--- src/rtl/relocation_patch_stream_top_assert.svh ---
// ----------------------------------------------------------------------------
// Relocation patch stream assertion macros
// Shared concurrent assertion forms used by the RTL modules.
// ----------------------------------------------------------------------------
`ifndef RELOCATION_PATCH_STREAM_TOP_ASSERT_SVH
`define RELOCATION_PATCH_STREAM_TOP_ASSERT_SVH

// A condition that holds at every clock edge outside reset.
`define RPS_ASSERT_HOLD(lbl, clk, rst, cond, msg) \
  lbl: assert property (@(posedge clk) disable iff (rst) (cond)) else $error(msg);

// An antecedent that implies a consequent at the following clock edge.
`define RPS_ASSERT_NEXT(lbl, clk, rst, ante, cons, msg) \
  lbl: assert property (@(posedge clk) disable iff (rst) (ante) |=> (cons)) else $error(msg);

`endif

--- src/rtl/rps_pkg.sv ---
// ----------------------------------------------------------------------------
// Relocation patch stream package
// Shared types and codes for the front, queue and back of the patcher.
// ----------------------------------------------------------------------------
`default_nettype none

package rps_pkg;

  localparam logic [1:0] REQ_BEGIN  = 2'd0;
  localparam logic [1:0] REQ_RECORD = 2'd1;
  localparam logic [1:0] REQ_WORD   = 2'd2;

  localparam logic [1:0] SEG_CODE   = 2'd0;
  localparam logic [1:0] SEG_RODATA = 2'd1;
  localparam logic [1:0] SEG_DATA   = 2'd2;

  localparam logic KIND_ABS = 1'b0;
  localparam logic KIND_REL = 1'b1;

  localparam logic [1:0] STATUS_OK      = 2'd0;
  localparam logic [1:0] STATUS_BAD_ABS = 2'd1;
  localparam logic [1:0] STATUS_BAD_REL = 2'd2;

  localparam logic [1:0] CFG_BASE_ADDR    = 2'd0;
  localparam logic [1:0] CFG_CODE_PAGES   = 2'd1;
  localparam logic [1:0] CFG_RODATA_PAGES = 2'd2;
  localparam logic [1:0] CFG_DATA_PAGES   = 2'd3;

  localparam logic [3:0] SUB_PLAIN     = 4'd0;
  localparam logic [3:0] SUB_REL_CLEAR = 4'd1;

  localparam logic [31:0] OFFSET_MASK = 32'h0FFF_FFFF;
  localparam logic [31:0] CLEAR_TOP   = 32'h7FFF_FFFF;
  localparam logic [25:0] POS_MAX     = 26'h3FF_FFFF;

  localparam int QUEUE_DEPTH = 2;

  typedef struct packed {
    logic [31:0] word;
    logic        do_patch;
    logic        kind;
    logic [31:0] rel;
    logic        done;
  } op_t;

  typedef struct packed {
    logic [31:0] word;
    logic        patched;
    logic [1:0]  status;
    logic        run_done;
  } res_t;

  typedef struct packed {
    logic [15:0] code_pages;
    logic [15:0] rodata_pages;
    logic [15:0] data_pages;
  } pages_t;

endpackage

`default_nettype wire

--- src/rtl/rps_front.sv ---
// ----------------------------------------------------------------------------
// Relocation patch stream front
// Accepts items, tracks position and run counters, and classifies each word.
// ----------------------------------------------------------------------------
`default_nettype none

module rps_front #(
  parameter int MAX_PAGES = 65535
) (
  input  wire logic           clk,
  input  wire logic           rst,
  input  wire logic           accept,
  input  wire logic [1:0]     req_type,
  input  wire logic [1:0]     segment,
  input  wire logic           table_kind,
  input  wire logic [15:0]    skip_count,
  input  wire logic [15:0]    patch_count,
  input  wire logic [31:0]    word_in,
  input  wire rps_pkg::pages_t pages,
  output logic                op_valid,
  output rps_pkg::op_t        op
);
  import rps_pkg::*;

  localparam logic [15:0] PAGE_LIMIT = 16'(MAX_PAGES);

  logic [25:0] word_pos;
  logic [15:0] skip_left;
  logic [15:0] patch_left;
  logic [1:0]  cur_segment;
  logic        cur_kind;

  logic [25:0] word_pos_next;
  logic [15:0] skip_left_next;
  logic [15:0] patch_left_next;

  logic [15:0] code_cl;
  logic [15:0] rodata_cl;
  logic [15:0] data_cl;
  logic [15:0] seg_pages;
  logic [16:0] start_pages;
  logic [25:0] seg_end;
  logic        in_seg;
  logic        do_patch;

  always_comb begin
    code_cl   = (pages.code_pages > PAGE_LIMIT) ? PAGE_LIMIT : pages.code_pages;
    rodata_cl = (pages.rodata_pages > PAGE_LIMIT) ? PAGE_LIMIT : pages.rodata_pages;
    data_cl   = (pages.data_pages > PAGE_LIMIT) ? PAGE_LIMIT : pages.data_pages;
    unique case (cur_segment)
      SEG_CODE: begin
        seg_pages   = code_cl;
        start_pages = 17'd0;
      end
      SEG_RODATA: begin
        seg_pages   = rodata_cl;
        start_pages = {1'b0, code_cl};
      end
      SEG_DATA: begin
        seg_pages   = data_cl;
        start_pages = {1'b0, code_cl} + {1'b0, rodata_cl};
      end
      default: begin
        seg_pages   = 16'd0;
        start_pages = {1'b0, code_cl} + {1'b0, rodata_cl};
      end
    endcase
    seg_end = {seg_pages, 10'd0};
    in_seg  = word_pos < seg_end;
  end

  always_comb begin
    skip_left_next  = skip_left;
    patch_left_next = patch_left;
    do_patch        = 1'b0;
    if (skip_left != 16'd0) begin
      skip_left_next = skip_left - 16'd1;
    end else if (patch_left != 16'd0) begin
      patch_left_next = patch_left - 16'd1;
      do_patch        = in_seg;
    end
    word_pos_next = (word_pos < POS_MAX) ? word_pos + 26'd1 : word_pos;
  end

  always_ff @(posedge clk) begin
    if (rst) begin
      word_pos    <= '0;
      skip_left   <= '0;
      patch_left  <= '0;
      cur_segment <= SEG_CODE;
      cur_kind    <= KIND_ABS;
    end else if (accept) begin
      priority case (req_type)
        REQ_BEGIN: begin
          cur_segment <= segment;
          cur_kind    <= table_kind;
          word_pos    <= '0;
          skip_left   <= '0;
          patch_left  <= '0;
        end
        REQ_RECORD: begin
          skip_left  <= skip_count;
          patch_left <= patch_count;
        end
        REQ_WORD: begin
          word_pos   <= word_pos_next;
          skip_left  <= skip_left_next;
          patch_left <= patch_left_next;
        end
        default: begin
        end
      endcase
    end
  end

  // The self address minus base_addr; the base cancels in the relative difference.
  always_comb begin
    op_valid    = accept && (req_type == REQ_WORD);
    op.word     = word_in;
    op.do_patch = do_patch;
    op.kind     = cur_kind;
    op.rel      = {3'd0, start_pages, 12'd0} + {4'd0, word_pos, 2'd0};
    op.done     = (skip_left_next == 16'd0) && (patch_left_next == 16'd0);
  end

endmodule

`default_nettype wire

--- src/rtl/rps_queue.sv ---
// ----------------------------------------------------------------------------
// Relocation patch stream queue
// Short register queue of classified words between the front and the back.
// ----------------------------------------------------------------------------
`default_nettype none

`include "relocation_patch_stream_top_assert.svh"

module rps_queue (
  input  wire logic         clk,
  input  wire logic         rst,
  input  wire logic         wr_en,
  input  wire rps_pkg::op_t wr_op,
  input  wire logic         rd_en,
  output logic              full,
  output logic              rd_valid,
  output rps_pkg::op_t      rd_op
);
  import rps_pkg::*;

  op_t        entries [QUEUE_DEPTH];
  logic       wr_ptr;
  logic       rd_ptr;
  logic [1:0] count;
  logic       do_wr;
  logic       do_rd;

  assign full     = count == 2'(QUEUE_DEPTH);
  assign rd_valid = count != 2'd0;
  assign rd_op    = entries[rd_ptr];
  assign do_wr    = wr_en && !full;
  assign do_rd    = rd_en && rd_valid;

  always_ff @(posedge clk) begin
    if (do_wr) begin
      entries[wr_ptr] <= wr_op;
    end
  end

  always_ff @(posedge clk) begin
    if (rst) begin
      wr_ptr <= 1'b0;
      rd_ptr <= 1'b0;
      count  <= 2'd0;
    end else begin
      if (do_wr) begin
        wr_ptr <= ~wr_ptr;
      end
      if (do_rd) begin
        rd_ptr <= ~rd_ptr;
      end
      count <= count + 2'(do_wr) - 2'(do_rd);
    end
  end

  `RPS_ASSERT_HOLD(a_count_bound, clk, rst, count <= 2'(QUEUE_DEPTH), "queue count over depth")
  `RPS_ASSERT_NEXT(a_count_up, clk, rst, do_wr && !do_rd, count == $past(count) + 2'd1, "queue count did not rise")
  `RPS_ASSERT_HOLD(a_ptr_gap, clk, rst, (count == 2'd1) == (wr_ptr != rd_ptr), "queue pointers disagree with count")

endmodule

`default_nettype wire

--- src/rtl/rps_back.sv ---
// ----------------------------------------------------------------------------
// Relocation patch stream back
// Applies the absolute or relative patch and holds the result for the consumer.
// ----------------------------------------------------------------------------
`default_nettype none

`include "relocation_patch_stream_top_assert.svh"

module rps_back (
  input  wire logic         clk,
  input  wire logic         rst,
  input  wire logic [31:0]  base_addr,
  input  wire logic         in_valid,
  input  wire rps_pkg::op_t in_op,
  output logic              in_take,
  input  wire logic         out_pop,
  output logic              out_valid,
  output rps_pkg::res_t     out_res
);
  import rps_pkg::*;

  logic [31:0] offset;
  logic [31:0] target;
  logic [31:0] diff;
  logic [3:0]  sub;
  res_t        res_next;

  always_comb begin
    offset = in_op.word & OFFSET_MASK;
    target = base_addr + offset;
    diff   = offset - in_op.rel;
    sub    = in_op.word[31:28];

    res_next.word     = in_op.word;
    res_next.patched  = 1'b0;
    res_next.status   = STATUS_OK;
    res_next.run_done = in_op.done;
    if (in_op.do_patch) begin
      if (in_op.kind == KIND_ABS) begin
        if (sub == SUB_PLAIN) begin
          res_next.word    = target;
          res_next.patched = 1'b1;
        end else begin
          res_next.status = STATUS_BAD_ABS;
        end
      end else begin
        if (sub == SUB_PLAIN) begin
          res_next.word    = diff;
          res_next.patched = 1'b1;
        end else if (sub == SUB_REL_CLEAR) begin
          res_next.word    = diff & CLEAR_TOP;
          res_next.patched = 1'b1;
        end else begin
          res_next.status = STATUS_BAD_REL;
        end
      end
    end
  end

  assign in_take = in_valid && (!out_valid || out_pop);

  always_ff @(posedge clk) begin
    if (in_take) begin
      out_res <= res_next;
    end
  end

  always_ff @(posedge clk) begin
    if (rst) begin
      out_valid <= 1'b0;
    end else if (in_take) begin
      out_valid <= 1'b1;
    end else if (out_pop) begin
      out_valid <= 1'b0;
    end
  end

  `RPS_ASSERT_HOLD(a_patch_ok, clk, rst, !(out_valid && out_res.patched) || out_res.status == STATUS_OK, "patched item with error status")
  `RPS_ASSERT_NEXT(a_fill, clk, rst, in_valid && !out_valid, out_valid, "result register not filled")

endmodule

`default_nettype wire

--- src/rtl/relocation_patch_stream_top.sv ---
// ----------------------------------------------------------------------------
// Relocation patch stream
// Relocates the words of one program segment as they stream through.
// ----------------------------------------------------------------------------
//   channel   handshake              payload
//   input     push / full            req_type segment table_kind skip_count
//                                    patch_count word_in
//   result    empty / pop            word_out patched status run_done
//   config    cfg_wr_en (no wait)    cfg_index cfg_data
//
// One item is accepted per cycle while full is low; a word item's result
// reaches the result ports through the queue entry and the result register.
// Begin, record and unknown items give no result.
// A two-entry queue parts the front from the patch stage, and a result
// register parts the patch stage from the consumer, so either side may stall.
// Synchronous reset clears the counters, configuration, queue and result valid.
// ----------------------------------------------------------------------------
`default_nettype none

module relocation_patch_stream_top #(
  parameter int MAX_PAGES = 65535
) (
  input  wire logic        clk,
  input  wire logic        rst,
  input  wire logic        push,
  output logic             full,
  input  wire logic [1:0]  req_type,
  input  wire logic [1:0]  segment,
  input  wire logic        table_kind,
  input  wire logic [15:0] skip_count,
  input  wire logic [15:0] patch_count,
  input  wire logic [31:0] word_in,
  output logic             empty,
  input  wire logic        pop,
  output logic [31:0]      word_out,
  output logic             patched,
  output logic [1:0]       status,
  output logic             run_done,
  input  wire logic        cfg_wr_en,
  input  wire logic [1:0]  cfg_index,
  input  wire logic [31:0] cfg_data
);
  import rps_pkg::*;

  logic [31:0] base_addr;
  pages_t      pages;
  logic        accept;
  logic        op_valid;
  op_t         op;
  logic        q_valid;
  op_t         q_op;
  logic        q_take;
  logic        res_valid;
  res_t        res;

  always_ff @(posedge clk) begin
    if (rst) begin
      base_addr <= '0;
      pages     <= '0;
    end else if (cfg_wr_en) begin
      unique case (cfg_index)
        CFG_BASE_ADDR:    base_addr          <= cfg_data;
        CFG_CODE_PAGES:   pages.code_pages   <= cfg_data[15:0];
        CFG_RODATA_PAGES: pages.rodata_pages <= cfg_data[15:0];
        CFG_DATA_PAGES:   pages.data_pages   <= cfg_data[15:0];
        default: begin
        end
      endcase
    end
  end

  assign accept = push && !full;

  rps_front #(
    .MAX_PAGES (MAX_PAGES)
  ) u_front (
    .clk         (clk),
    .rst         (rst),
    .accept      (accept),
    .req_type    (req_type),
    .segment     (segment),
    .table_kind  (table_kind),
    .skip_count  (skip_count),
    .patch_count (patch_count),
    .word_in     (word_in),
    .pages       (pages),
    .op_valid    (op_valid),
    .op          (op)
  );

  rps_queue u_queue (
    .clk      (clk),
    .rst      (rst),
    .wr_en    (op_valid),
    .wr_op    (op),
    .rd_en    (q_take),
    .full     (full),
    .rd_valid (q_valid),
    .rd_op    (q_op)
  );

  rps_back u_back (
    .clk       (clk),
    .rst       (rst),
    .base_addr (base_addr),
    .in_valid  (q_valid),
    .in_op     (q_op),
    .in_take   (q_take),
    .out_pop   (pop),
    .out_valid (res_valid),
    .out_res   (res)
  );

  assign empty    = !res_valid;
  assign word_out = res.word;
  assign patched  = res.patched;
  assign status   = res.status;
  assign run_done = res.run_done;

endmodule

`default_nettype wire

--- config.mk ---
export PLATFORM = sky130hd
export DESIGN_NAME = relocation_patch_stream_top
export DESIGN_NICKNAME = d
export VERILOG_FILES = /design/src/rtl/rps_pkg.sv /design/src/rtl/rps_front.sv /design/src/rtl/rps_queue.sv /design/src/rtl/rps_back.sv /design/src/rtl/relocation_patch_stream_top.sv
export VERILOG_INCLUDE_DIRS = /design/src /design/src/rtl
export SDC_FILE = /design/constraint.sdc
export NUM_CORES = 1
export LEC_CHECK = 0
export BUFFER_PORTS_ARGS = -buffer_cell sky130_fd_sc_hd__buf_2
export CAP_MARGIN = 20
export CORE_MARGIN = 8
export CORE_UTILIZATION = 25
export CTS_CLUSTER_SIZE = 20
export DETAILED_ROUTE_END_ITERATION = 7
export PLACE_DENSITY = 0.4
export SLEW_MARGIN = 20
export SYNTH_ARGS = -nofsm -noshare
export SYNTH_HDL_FRONTEND = slang
export SYNTH_SLANG_ARGS = --single-unit
--- constraint.sdc ---
create_clock -name clk -period 6.3 [get_ports clk]
set_input_delay 0.945 -clock clk [delete_from_list [all_inputs] [get_ports clk]]
set_output_delay 0.945 -clock clk [all_outputs]
set_load 0.05 [all_outputs]
[Yosys cells after proc, flatten, opt, wreduce, memory -nomap -nowiden]
Memory sizes are Yosys's and may differ from the RTL's. A register that Yosys moved wholly into a read port is not among the register bits.
Cells that the tools add are included.
Storage, ports and cells
  bits in registers: 182
  memory bits (writable): 130
  input bits: 108
  output and inout bits: 38
  word-level logic and storage cells: 100
  memories: 1
Operators by class
  add/sub/neg operators: 9
  order comparisons: 5
  eq/ne operators: 10
  mux-type cells: 28
  bitwise operators: 2
  reduce and logical (&&, ||, !) cells: 28
Memory list
  u_queue.entries: depth 2, bits a word 65, rd ports 1, clocked after memory_dff 1, wr ports 1, line rps_queue.sv:21  | op_t entries [QUEUE_DEPTH];
Operator list (number)
  $pmux 16 s3: 3
  $mux 33: 3
  $mux 16: 6
  $mux 35: 2
  $pmux 26 s2: 1
  $gt 16x16->1 const B: 3
  $pmux 17 s2: 1
  $add 32x28->32: 1
  $logic_not 16->1: 2
  $reduce_bool 16->1: 2
  $sub 16x1->16 const B: 2
  $sub 28x32->32: 1
  $add 29x28->30: 1
  $add 26x1->26 const B: 1
  $lt 26x26->1: 1
  $lt 26x26->1 const B: 1
  $mux 26: 1
  $add 16x16->17: 1
  $reduce_and 2->1: 6
  $eq 2x2->1 const B: 5
  $mux 1: 9
  $eq 2x1->1 const B: 3
  $logic_and 1x1->1: 6
  $logic_not 2->1: 3
  12 further kinds: 17

[Depth between registers and ports, before layout]
Gate-level depths: netlist of the first run.
  depth after elaboration: 7
  depth in mapped cells: 20
  mapped depth without buffers: 20

[Hierarchy]
From an unflattened synthesis of the first run, not the netlist that was laid out.
Second synthesis, totals
  cells, all modules: 2052
  area total of the unflattened synthesis: 20044.2 um^2
Modules (own cells, without submodules)
  rps_front: instances 1, cells each 852, area an instance 6379.9 um^2, sequential area each 1221.2 um^2
  rps_back: instances 1, cells each 667, area an instance 5308.8 um^2, sequential area each 1101.1 um^2
  rps_queue: instances 1, cells each 234, area an instance 5068.6 um^2, sequential area each 4124.0 um^2
  relocation_patch_stream_top: instances 1, cells each 299, area an instance 3286.9 um^2, sequential area each 1601.5 um^2

[Least setup slack after synthesis of the first run]
Ideal clock, no wire load.
  kind: reg-to-reg
  start: reg (tool-made name)
  end: reg u_back.out_res[32] in the netlist's numbering, data pin
  library setup time: 269 ps
  arrival time: 4973 ps
  data required time: 6031 ps
  path slack: 1058 ps
  stages on the path, launching flop included: 16
  path buffers: 4
  clock period less this slack: 5242 ps
  cells stage by stage: dfxtp_1 buf_1 buf_1 clkbuf_1 clkbuf_1 mux2i_1 ha_1 a21o_1 or3_1 o221a_2 o31a_1 o41ai_1 a21oi_1 o41ai_1 xnor2_1 o21ai_0
RTL lines
  to (signal assigned): line rps_back.sv:64  | out_res <= res_next;
  to (decl): line rps_back.sv:18  | output rps_pkg::res_t out_res

==> impl_metrics.json, run 1 <==
{
  "arrival_ns": 4.88,
  "synth_warnings": 0,
  "ff2ff_path_depth": 12,
  "finClkSkew_ns": 0.02561,
  "ff2ff_setup_slack_ns": 1.72,
  "gp_congestion": 0.8492,
  "end_kind": "flop",
  "rows": 97,
  "numCtsBuffers": 38,
  "async_reset_ff_frac": 0,
  "die_y_um": 281.9,
  "grt_pass1_vias": 14423,
  "cts.clk_slew.worst_paths_ns": 0.06,
  "nNetsFinal": 2238,
  "synth_top_flop_cell": "edfxtp_1",
  "post_cts.repair.setup_buffers": 0,
  "overflow": 0,
  "cp-endpoint": "u_back.out_res[27]$_DFFE_PP_",
  "swShare": 0.3651,
  "track_usage": 0.1419,
  "p_leak_uw": 0.008014,
  "maxCapViolCount": 0,
  "p_int_uw": 4683,
  "grt_first_pass_wirelength_mm": 87.49,
  "die_area_um2": 79490,
  "dpl_cell_area_um2": 19460,
  "synth.distinct_cells": 74,
  "outcome": "completed",
  "reg2reg_to": "u_back.out_res[27]$_DFFE_PP_",
  "combPwrFrac": 0.333,
  "clock_sinks": 309,
  "nFillCells": 7399,
  "clk_latency_ns": 0.56,
  "drc_errors": 0,
  "utilization": 0.2974,
  "area_growth_syn_to_layout_pct": 17.79,
  "layout_common_cells": "nand2_1 (273), a21oi_1 (182), edfxtp_1 (162)",
  "avgSynthCellArea_um2": 9.370,
  "synth_cells": 1887,
  "cp-start-kind": "flop",
  "diodes": 0,
  "rsz0062_at_grt": "false",
  "wl_per_cell_um": 19.41,
  "finalHoldViolations": 0,
  "final_common_cell": "nand2_1",
  "die_width_um": 281.9,
  "slew_violations": 0,
  "min_period_ns": 4.578,
  "hpwl_mm": 43.26,
  "dr.pass1.iters": 5,
  "clock.fmax_ghz": 0.2184,
  "wirelength_mm": 57.89,
  "worst_hold_path_type": "reg -> reg",
  "finalSetupTns_ns": 0,
  "ys_ff_latch": 309,
  "ir_worst_vdd_mv": 0.1846,
  "synth_edf_count": 162,
  "routed_via_density": 4.843,
  "post_route_cells_drive_above_1_share": 0.1415,
  "cts-root-buf": "clkbuf_16",
  "antenna_left": 0,
  "tightest_slew_ns": 1.006,
  "period_share": 0.7267,
  "drt_iter0_drc": 833,
  "seq_area_frac_synth": 0.4416,
  "power_density_nw_per_um2": 354.2,
  "syn-num-nets": 2112,
  "grt_max_degree": 64,
  "slew_headroom": 0.3292,
  "via_count": 14446,
  "syn-cell-area_um2": 17680,
  "p_sw_uw": 2694,
  "design_area_um2": 20830,
  "initial_core_util": 0.2525,
  "setup_viol": 0,
  "cp_max_fo": 37,
  "critPathRequiredTime_ns": 6.60,
  "cts_resized": 0,
  "cts_max_level": 2,
  "critPathKind": "reg -> reg",
  "port_buffers": 145,
  "clockBufferDepth": 3,
  "hold_buffers": 0,
  "pwr-share-clk": 0.326,
  "antenna_found_initial": 2,
  "power_frac_seq": 0.341,
  "pin_count": 146,
  "core_um2": 70030,
  "cts_tree": "done"
}
## flip-flops by register name (all words and copies together) (netlist names), named ones only
signal and cells:
u_front.patch_left 16, u_back.out_valid 1, u_front.cur_segment 2, base_addr 32, u_front.word_pos 26, u_queue.entries 126
u_queue.rd_ptr 1, u_back.out_res 36, u_front.cur_kind 1, u_queue.count 2, pages 48, u_front.skip_left 16
u_queue.wr_ptr 1
## logic make-up after synthesis
kind of cell,synth area share
and+or+nand+nor,0.1664
AOI/OAI and AO/OA,0.1704
DFF,0.4416
buffers and inverters,0.02894
adders and majority gates,0.08449
xor gates and xnor gates,0.05498
muxes,0.05321
## metrics by stage
step	std cells	hold slack [ns]	setup WS (ns)	total power, uW
2_1_floorplan	1887	0.4253	1.058	4322
3_3_place_gp	2913	0.4436	1.790	5031
3_5_place_dp	2913	0.4483	1.708	5040
4_1_cts	2983	0.4565	1.718	7494
5_1_grt	2983	0.4786	1.322	7792
6_report	2983	0.4581	1.722	7377
## worst min path at each step
stage	from	to	slack [ns]	cells after the start
5_1_grt	pages[14]$_SDFFE_PP0P_	pages[14]$_SDFFE_PP0P_	0.48	2
6_report	pages[1]$_SDFFE_PP0P_	pages[1]$_SDFFE_PP0P_	0.46	2
3_5_place_dp	pages[5]$_SDFFE_PP0P_	pages[5]$_SDFFE_PP0P_	0.45	2
2_1_floorplan	u_front.cur_kind$_SDFFE_PP0P_	u_queue.entries[0][31]$_DFFE_PP_	0.43	0
4_1_cts	pages[5]$_SDFFE_PP0P_	pages[5]$_SDFFE_PP0P_	0.46	2
3_3_place_gp	pages[7]$_SDFFE_PP0P_	pages[7]$_SDFFE_PP0P_	0.44	2
## metal layers
metal	global-route usage	wire length, um
met3	0.02010	2207
met5	0	13
met1	0.1919	27750
met2	0.2371	26760
met4	0.03449	1157
## power by group through the flow
| stage | registers (uW) | logic, uW | clock network, uW |
|---|---|---|---|
| after floorplan | 2910 | 1420 | 0 |
| after global routing | 2540 | 2690 | 2560 |
| after CTS | 2520 | 2490 | 2480 |
| after detailed placement | 2560 | 2480 | 0 |
| after global placement | 2560 | 2470 | 0 |
| final | 2510 | 2460 | 2400 |
## critical path, stage by stage (launching register included)
cell and delay, ns:
dfxtp_4 0.71, buf_4 0.56, mux2_2 0.43, ha_1 0.39, nand2_1 0.12, o21ai_0 0.09
o41ai_1 0.39, o21ai_0 0.18, nor3_1 0.58, o21ai_0 0.20, a21oi_1 0.21, xnor2_1 0.09
a221o_1 0.34
## layout make-up
type	count	area, um2	share of cell area
multi-input combinational	1445	9397	0.4512
sequential	309	7811	0.3750
inverter	56	210.2	0.01009
timing repair buffer	163	863.3	0.04145
clock inverter	18	285.3	0.01370
clock buffer	52	1085	0.05208
tap	940	1176	0.05647
## synthesized netlist by cell type, drive strengths merged (6+ instances only)
| cell type | instances | area (um2) |
|---|---|---|
| a211o | 6 | 52.55 |
| a211oi | 13 | 97.59 |
| a21o | 30 | 225.2 |
| a21oi | 182 | 910.9 |
| a22o | 9 | 78.83 |
| a22oi | 27 | 202.7 |
| a31oi | 8 | 50.05 |
| a32oi | 7 | 61.31 |
| and2 | 7 | 43.79 |
| and3 | 18 | 112.6 |
| buf | 12 | 57.55 |
| clkbuf | 65 | 244.0 |
| dfxtp | 147 | 2943 |
| edfxtp | 162 | 4865 |
| ha | 113 | 1414 |
| inv | 56 | 210.2 |
| mux2 | 32 | 360.4 |
| mux2i | 58 | 580.6 |
| nand2 | 273 | 1025 |
| nand2b | 22 | 137.6 |
| nand3 | 47 | 240.2 |
| nand3b | 6 | 45.04 |
| nand4 | 14 | 87.58 |
| nor2 | 139 | 521.8 |
| nor2b | 11 | 68.82 |
| nor3 | 37 | 185.2 |
| nor4 | 11 | 75.07 |
| o211ai | 19 | 142.6 |
| o21a | 16 | 120.1 |
| o21ai | 110 | 554.3 |
| o21bai | 11 | 82.58 |
| or2 | 14 | 90.09 |
| or3 | 20 | 125.1 |
| or4 | 6 | 48.80 |
| xnor2 | 52 | 455.4 |
| xor2 | 59 | 516.8 |
(Power assumes the default switching activity.)
==> run 2: changes to the inputs <==
==> constraint.sdc (replaced) <==
create_clock -name clk -period 4.45 [get_ports clk]
set_input_delay 0.6675 -clock clk [delete_from_list [all_inputs] [get_ports clk]]
set_output_delay 0.6675 -clock clk [all_outputs]
set_load 0.05 [all_outputs]
==> impl_metrics.json, run 2 (synthesis gave the netlist of run 1 again) <==
{
  "post_route_cells_drive_above_1_share": 0.1484,
  "diodes": 0,
  "numCtsBuffers": 38,
  "cts.clk_slew.worst_paths_ns": 0.06,
  "setup_viol": 0,
  "routed_via_density": 4.771,
  "cp.depth": 9,
  "r2r-start": "u_front.skip_left[4]$_SDFFE_PP0P_",
  "grt_pass1_vias": 14011,
  "cp_slowest_cell": "or4_4",
  "worst_hold_path_type": "in -> reg",
  "largest_reg_flops": 126,
  "slew_headroom": 0.2777,
  "track_usage": 0.1416,
  "core_um2": 70030,
  "startpoint": "u_front.skip_left[4]$_SDFFE_PP0P_",
  "ff2ff_setup_slack_ns": 0.30,
  "antenna_left": 0,
  "rsz0062_at_grt": "false",
  "finalHoldViolations": 0,
  "tightest_slew_ns": 1.083,
  "clk_latency_ns": 0.57,
  "clock_sinks": 309,
  "cp-start-kind": "flop",
  "hold_path_depth": 1,
  "cp_max_fo": 12,
  "reg2reg_to": "u_queue.entries[1][0]$_DFFE_PP_",
  "initial_core_util": 0.2525,
  "via_count": 14322,
  "critPathBufInv": 0,
  "maxCapViolCount": 0,
  "crit_chain": "or4_4 -> or4b_4 -> or2_4 -> nand3_2 -> o21ai_2 -> or4_1 -> or4_1 -> or4_1 -> nor4_2",
  "finClkSkew_ns": 0.02410,
  "wl_per_cell_um": 19.23,
  "regMostFlops": "u_queue.entries",
  "cts-root-buf": "clkbuf_16",
  "slew_violations": 0,
  "cts_tree": "done",
  "dr.pass1.iters": 5,
  "clockBufferDepth": 3,
  "area_growth_syn_to_layout_pct": 18.04,
  "die_width_um": 281.9,
  "clock.fmax_ghz": 0.2408,
  "rows": 97,
  "drt_iter0_drc": 996,
  "pin_count": 146,
  "die_y_um": 281.9,
  "holdPathEnd": "u_queue.entries[1][34]$_DFFE_PP_",
  "min_period_ns": 4.154,
  "arrival_ns": 4.47,
  "port_buffers": 145,
  "power_density_nw_per_um2": 490.1,
  "top_regs": "u_queue.entries (126), pages (48), u_back.out_res (36)",
  "nNetsFinal": 2257,
  "finalPower_uw": 10230,
  "overflow": 0,
  "end_kind": "flop",
  "hpwl_mm": 43.46,
  "gp_congestion": 0.8424,
  "cts_resized": 0,
  "ir_worst_vdd_mv": 0.2509,
  "hp-start": "word_in[1]",
  "die_area_um2": 79490,
  "critPathKind": "reg -> reg",
  "cp_top_family": "simple AND/OR/NAND/NOR gates",
  "slowest_delay_ns": 0.57,
  "antenna_found_initial": 0,
  "wirelength_mm": 57.74,
  "period_share": 0.9334,
  "layout_common_cells": "nand2_1 (273), a21oi_1 (182), edfxtp_1 (162)",
  "final_common_cell": "nand2_1",
  "drc_errors": 0,
  "grt_max_degree": 63,
  "outcome": "completed",
  "post_cts.repair.setup_buffers": 0,
  "p_leak_uw": 0.008053,
  "hold_buffers": 0,
  "critPathRequiredTime_ns": 4.77,
  "cp_common_cell": "or4_1",
  "finalSetupTns_ns": 0,
  "ff2ff_path_depth": 9,
  "grt_first_pass_wirelength_mm": 87.07,
  "cts_max_level": 2
}
run 2: stage by stage:
stage                 util  hold WS, ns  std cells  cell area, um2  setup WS [ns]
finish              0.2981       0.2878       3002           20870         0.2964
global route        0.2981       0.2591       3002           20870        0.07030
CTS                 0.2978       0.2545       3002           20860         0.1228
detailed placement  0.2801       0.4509       2932           19620         0.1685
global placement    0.2801       0.4480       2932           19620         0.3003
floorplan                -       0.4253       1887           17700       -0.09859
run 2: cell type report:
class	count	area, um2
Sequential cell	309	7811
Multi-Input combinational cell	1445	9417
Timing Repair Buffer	182	1018
Tap cell	940	1176
Clock buffer	50	1046
Clock inverter	20	193.9
Inverter	56	210.2
Fill cell	7368	49160
run 2: where the power goes:
part	leakage (uW)	total, uW	internal, uW	switching, uW
clock	0.000602	3130	1840	1290
sequential	0.00272	3530	3350	178
combinational	0.00473	3570	1210	2360
total	0.00805	10200	6400	3830
run 2: metal layers:
metal  track usage  routed length (um)  up-vias
li1              -                   -     7161
met1        0.1962               27880     6815
met2        0.2296               26220      272
met3       0.02052                2418       74
met4       0.03673                1216        0
met5             0                   0        -
run 2: worst max path at each step:
stage / slack [ns] / endpoint
2_1_floorplan: -0.1 / u_queue.entries[0][0]$_DFFE_PP_
3_3_place_gp: 0.30 / u_back.out_res[32]$_DFFE_PP_
3_5_place_dp: 0.17 / u_back.out_res[32]$_DFFE_PP_
4_1_cts: 0.12 / u_back.out_res[32]$_DFFE_PP_
5_1_grt: 0.07 / u_queue.entries[0][29]$_DFFE_PP_
6_report: 0.30 / u_queue.entries[1][0]$_DFFE_PP_
==> run 3: changes to the inputs <==
--- a/config.mk
+++ b/config.mk
@@ -16,4 +16,5 @@
 export SLEW_MARGIN = 20
 export SYNTH_ARGS = -nofsm -noshare
 export SYNTH_HDL_FRONTEND = slang
+export SYNTH_HIERARCHICAL = 1
 export SYNTH_SLANG_ARGS = --single-unit
==> impl_metrics.json, run 3 <==
{
  "async_reset_ff_frac": 0,
  "nNetsFinal": 2375,
  "ff2ff_path_depth": 20,
  "gp_congestion": 0.8757,
  "slew_violations": 0,
  "clock.fmax_ghz": 0.2442,
  "hold_path_depth": 1,
  "cp-start-kind": "flop",
  "routed_via_density": 4.848,
  "overflow": 0,
  "track_usage": 0.1370,
  "synth_area_leaders": "edfxtp_1 (25%), dfxtp_1 (15%), ha_1 (7.2%)",
  "largest_reg_flops": 134,
  "maxCapViolCount": 0,
  "synth_top_cells_by_count": "edfxtp_1 (170), nor2_1 (160), dfxtp_1 (147), a21oi_1 (137), nand2b_1 (127)",
  "numCtsBuffers": 41,
  "finalSetupTns_ns": 0,
  "clock_sinks": 317,
  "wirelength_mm": 63.32,
  "synth_top_area_share": 0.2547,
  "wl_per_cell_um": 19.54,
  "cp.depth": 20,
  "grt_max_degree": 68,
  "antenna_left": 0,
  "cp_top_family": "compound AO/OA/AOI/OAI gates",
  "die_width_um": 299.2,
  "drc_errors": 0,
  "cp_slowest_cell": "fa_1",
  "outcome": "completed",
  "place_inst": 3164,
  "initial_core_util": 0.2509,
  "hold_buffers": 0,
  "ir_worst_vdd_mv": 0.2695,
  "cts_tree": "done",
  "setup_viol": 0,
  "layout_common_cells": "edfxtp_1 (170), nor2_1 (159), dfxtp_1 (146)",
  "synth_top_flop_cell": "edfxtp_1",
  "ys_ff_latch": 317,
  "pin_count": 146,
  "avgSynthCellArea_um2": 9.768,
  "finalNonFillerCells": 3240,
  "finalHoldViolations": 0,
  "critPathRequiredTime_ns": 4.73,
  "post_route_cells_drive_above_1_share": 0.1680,
  "synth.most_common_cell": "edfxtp_1",
  "final_common_cell": "edfxtp_1",
  "cp_common_cell": "a21oi_1",
  "top_regs": "u_queue/entries (134), pages (48), u_back/out_res (36)",
  "clockBufferDepth": 3,
  "syn-cell-area_um2": 20040,
  "finClkSkew_ns": 0.02247,
  "power_density_nw_per_um2": 351.0,
  "critPathBufInv": 1,
  "end_kind": "flop",
  "dr.pass1.iters": 5,
  "cp_max_fo": 4,
  "die_area_um2": 89490,
  "synth.distinct_cells": 103,
  "port_buffers": 145,
  "regMostFlops": "u_queue/entries",
  "min_period_ns": 4.096,
  "grt_pass1_vias": 15959,
  "critPathKind": "reg -> reg",
  "hpwl_mm": 48.75,
  "worst_hold_path_type": "in -> reg",
  "cts_resized": 0,
  "slowest_delay_ns": 0.40,
  "die_y_um": 299.2,
  "clk_latency_ns": 0.56,
  "seq_area_frac_synth": 0.4015,
  "cts_max_level": 2,
  "synth_largest_area_cell": "edfxtp_1",
  "synth_cells": 2052,
  "antenna_found_initial": 2,
  "rows": 104,
  "grt_first_pass_wirelength_mm": 96.90,
  "core_um2": 79900,
  "synth_edf_count": 170,
  "rsz0062_at_grt": "false",
  "post_cts.repair.setup_buffers": 0,
  "synth_warnings": 6,
  "nFillCells": 8495,
  "crit_chain": "ha_1 -> inv_1 -> fa_1 -> nor2b_1 -> o31a_1 -> o21ai_0 -> nand2b_1 -> a21oi_1 -> o21ai_1 -> mux2i_1 -> nand2_1 -> ha_1 -> a21oi_1 -> o21ai_1 -> a31oi_1 -> o21ai_0 -> a21oi_1 -> o21ai_0 -> a21oi_1 -> xnor2_1",
  "cts-root-buf": "clkbuf_16",
  "via_count": 15709,
  "drt_iter0_drc": 882,
  "period_share": 0.9204,
  "p_leak_uw": 0.009007,
  "area_growth_syn_to_layout_pct": 14.78,
  "cts.clk_slew.worst_paths_ns": 0.06,
  "tightest_slew_ns": 1.053,
  "arrival_ns": 4.38,
  "slew_headroom": 0.2977
}
run 3: per-layer routing:
layer,GRT usage,part of all wire,vias to the layer above
met5,0,0.00049,-
met4,0.03851,0.025,4
met3,0.02171,0.042,92
met2,0.2267,0.46,322
met1,0.1841,0.47,7626
li1,-,-,7665
run 3: layout make-up:
type                    count  area, um2  area share
well taps                1060       1326     0.05765
multi-input cells        1529      10970      0.4770
diodes                      1      2.502   0.0001088
inverters                  75      281.5     0.01224
repair buffers            183       1026     0.04459
clock buffers              49       1076     0.04677
clock inverters            26      269.0     0.01169
flip-flops and latches    317       8051      0.3500
run 3: worst reg2reg max path: cells and delay by family (launching register included):
| kind | cells | cell delay [ns] |
|---|---|---|
| AOI/OAI and AO/OA | 11 | 1.69 |
| adders and majority gates | 3 | 0.96 |
| muxes | 1 | 0.21 |
| buffers and inverters | 1 | 0.07 |
| and+or+nand+nor | 3 | 0.41 |
| DFF | 1 | 0.38 |
| xor gates and xnor gates | 1 | 0.10 |
run 3: final timing paths:
check	startpoint	end	slack (ns)
worst max-delay path	pages[32]$_SDFFE_PP0P_	u_queue/entries[0][29]$_DFFE_PP_	0.35
worst min-delay path	word_in[27]	u_queue/entries[1][62]$_DFFE_PP_	0.30
worst max register to register	pages[32]$_SDFFE_PP0P_	u_queue/entries[0][29]$_DFFE_PP_	0.35
worst min register to register	pages[12]$_SDFFE_PP0P_	pages[12]$_SDFFE_PP0P_	0.48
run 3: report_power, final:
| part | total, uW | switching (uW) | leakage, uW | internal, uW |
|---|---|---|---|---|
| registers | 3280 | 78.3 | 0.00279 | 3200 |
| clock network | 3340 | 1320 | 0.000654 | 2020 |
| logic | 1460 | 931 | 0.00556 | 528 |
run 3: kinds of logic after synthesis:
logic type,Yosys count,share of synthesized area
other,1,0.0001871
DFF,317,0.4015
AOI/OAI and AO/OA,486,0.1617
buffers and inverters,209,0.05343
muxes,177,0.09263
and+or+nand+nor,644,0.1713
xor gates and xnor gates,98,0.04282
adders and majority gates,120,0.07640
run 3: stage by stage:
step | instance area [um2] | power [uW] | utilization | hold slack, ns | worst slack [ns]
finish | 23010 | 8075 | 0.2880 | 0.3005 | 0.3542
global route | 23000 | 8482 | 0.2879 | 0.2670 | 0.01699
CTS | 23000 | 8231 | 0.2879 | 0.2537 | 0.2314
detailed placement | 21660 | 4801 | 0.2711 | 0.4671 | 0.2776
global placement | 21650 | 4795 | 0.2710 | 0.4619 | 0.3249
floorplan | 20060 | 4378 | - | 0.4367 | 0.7744
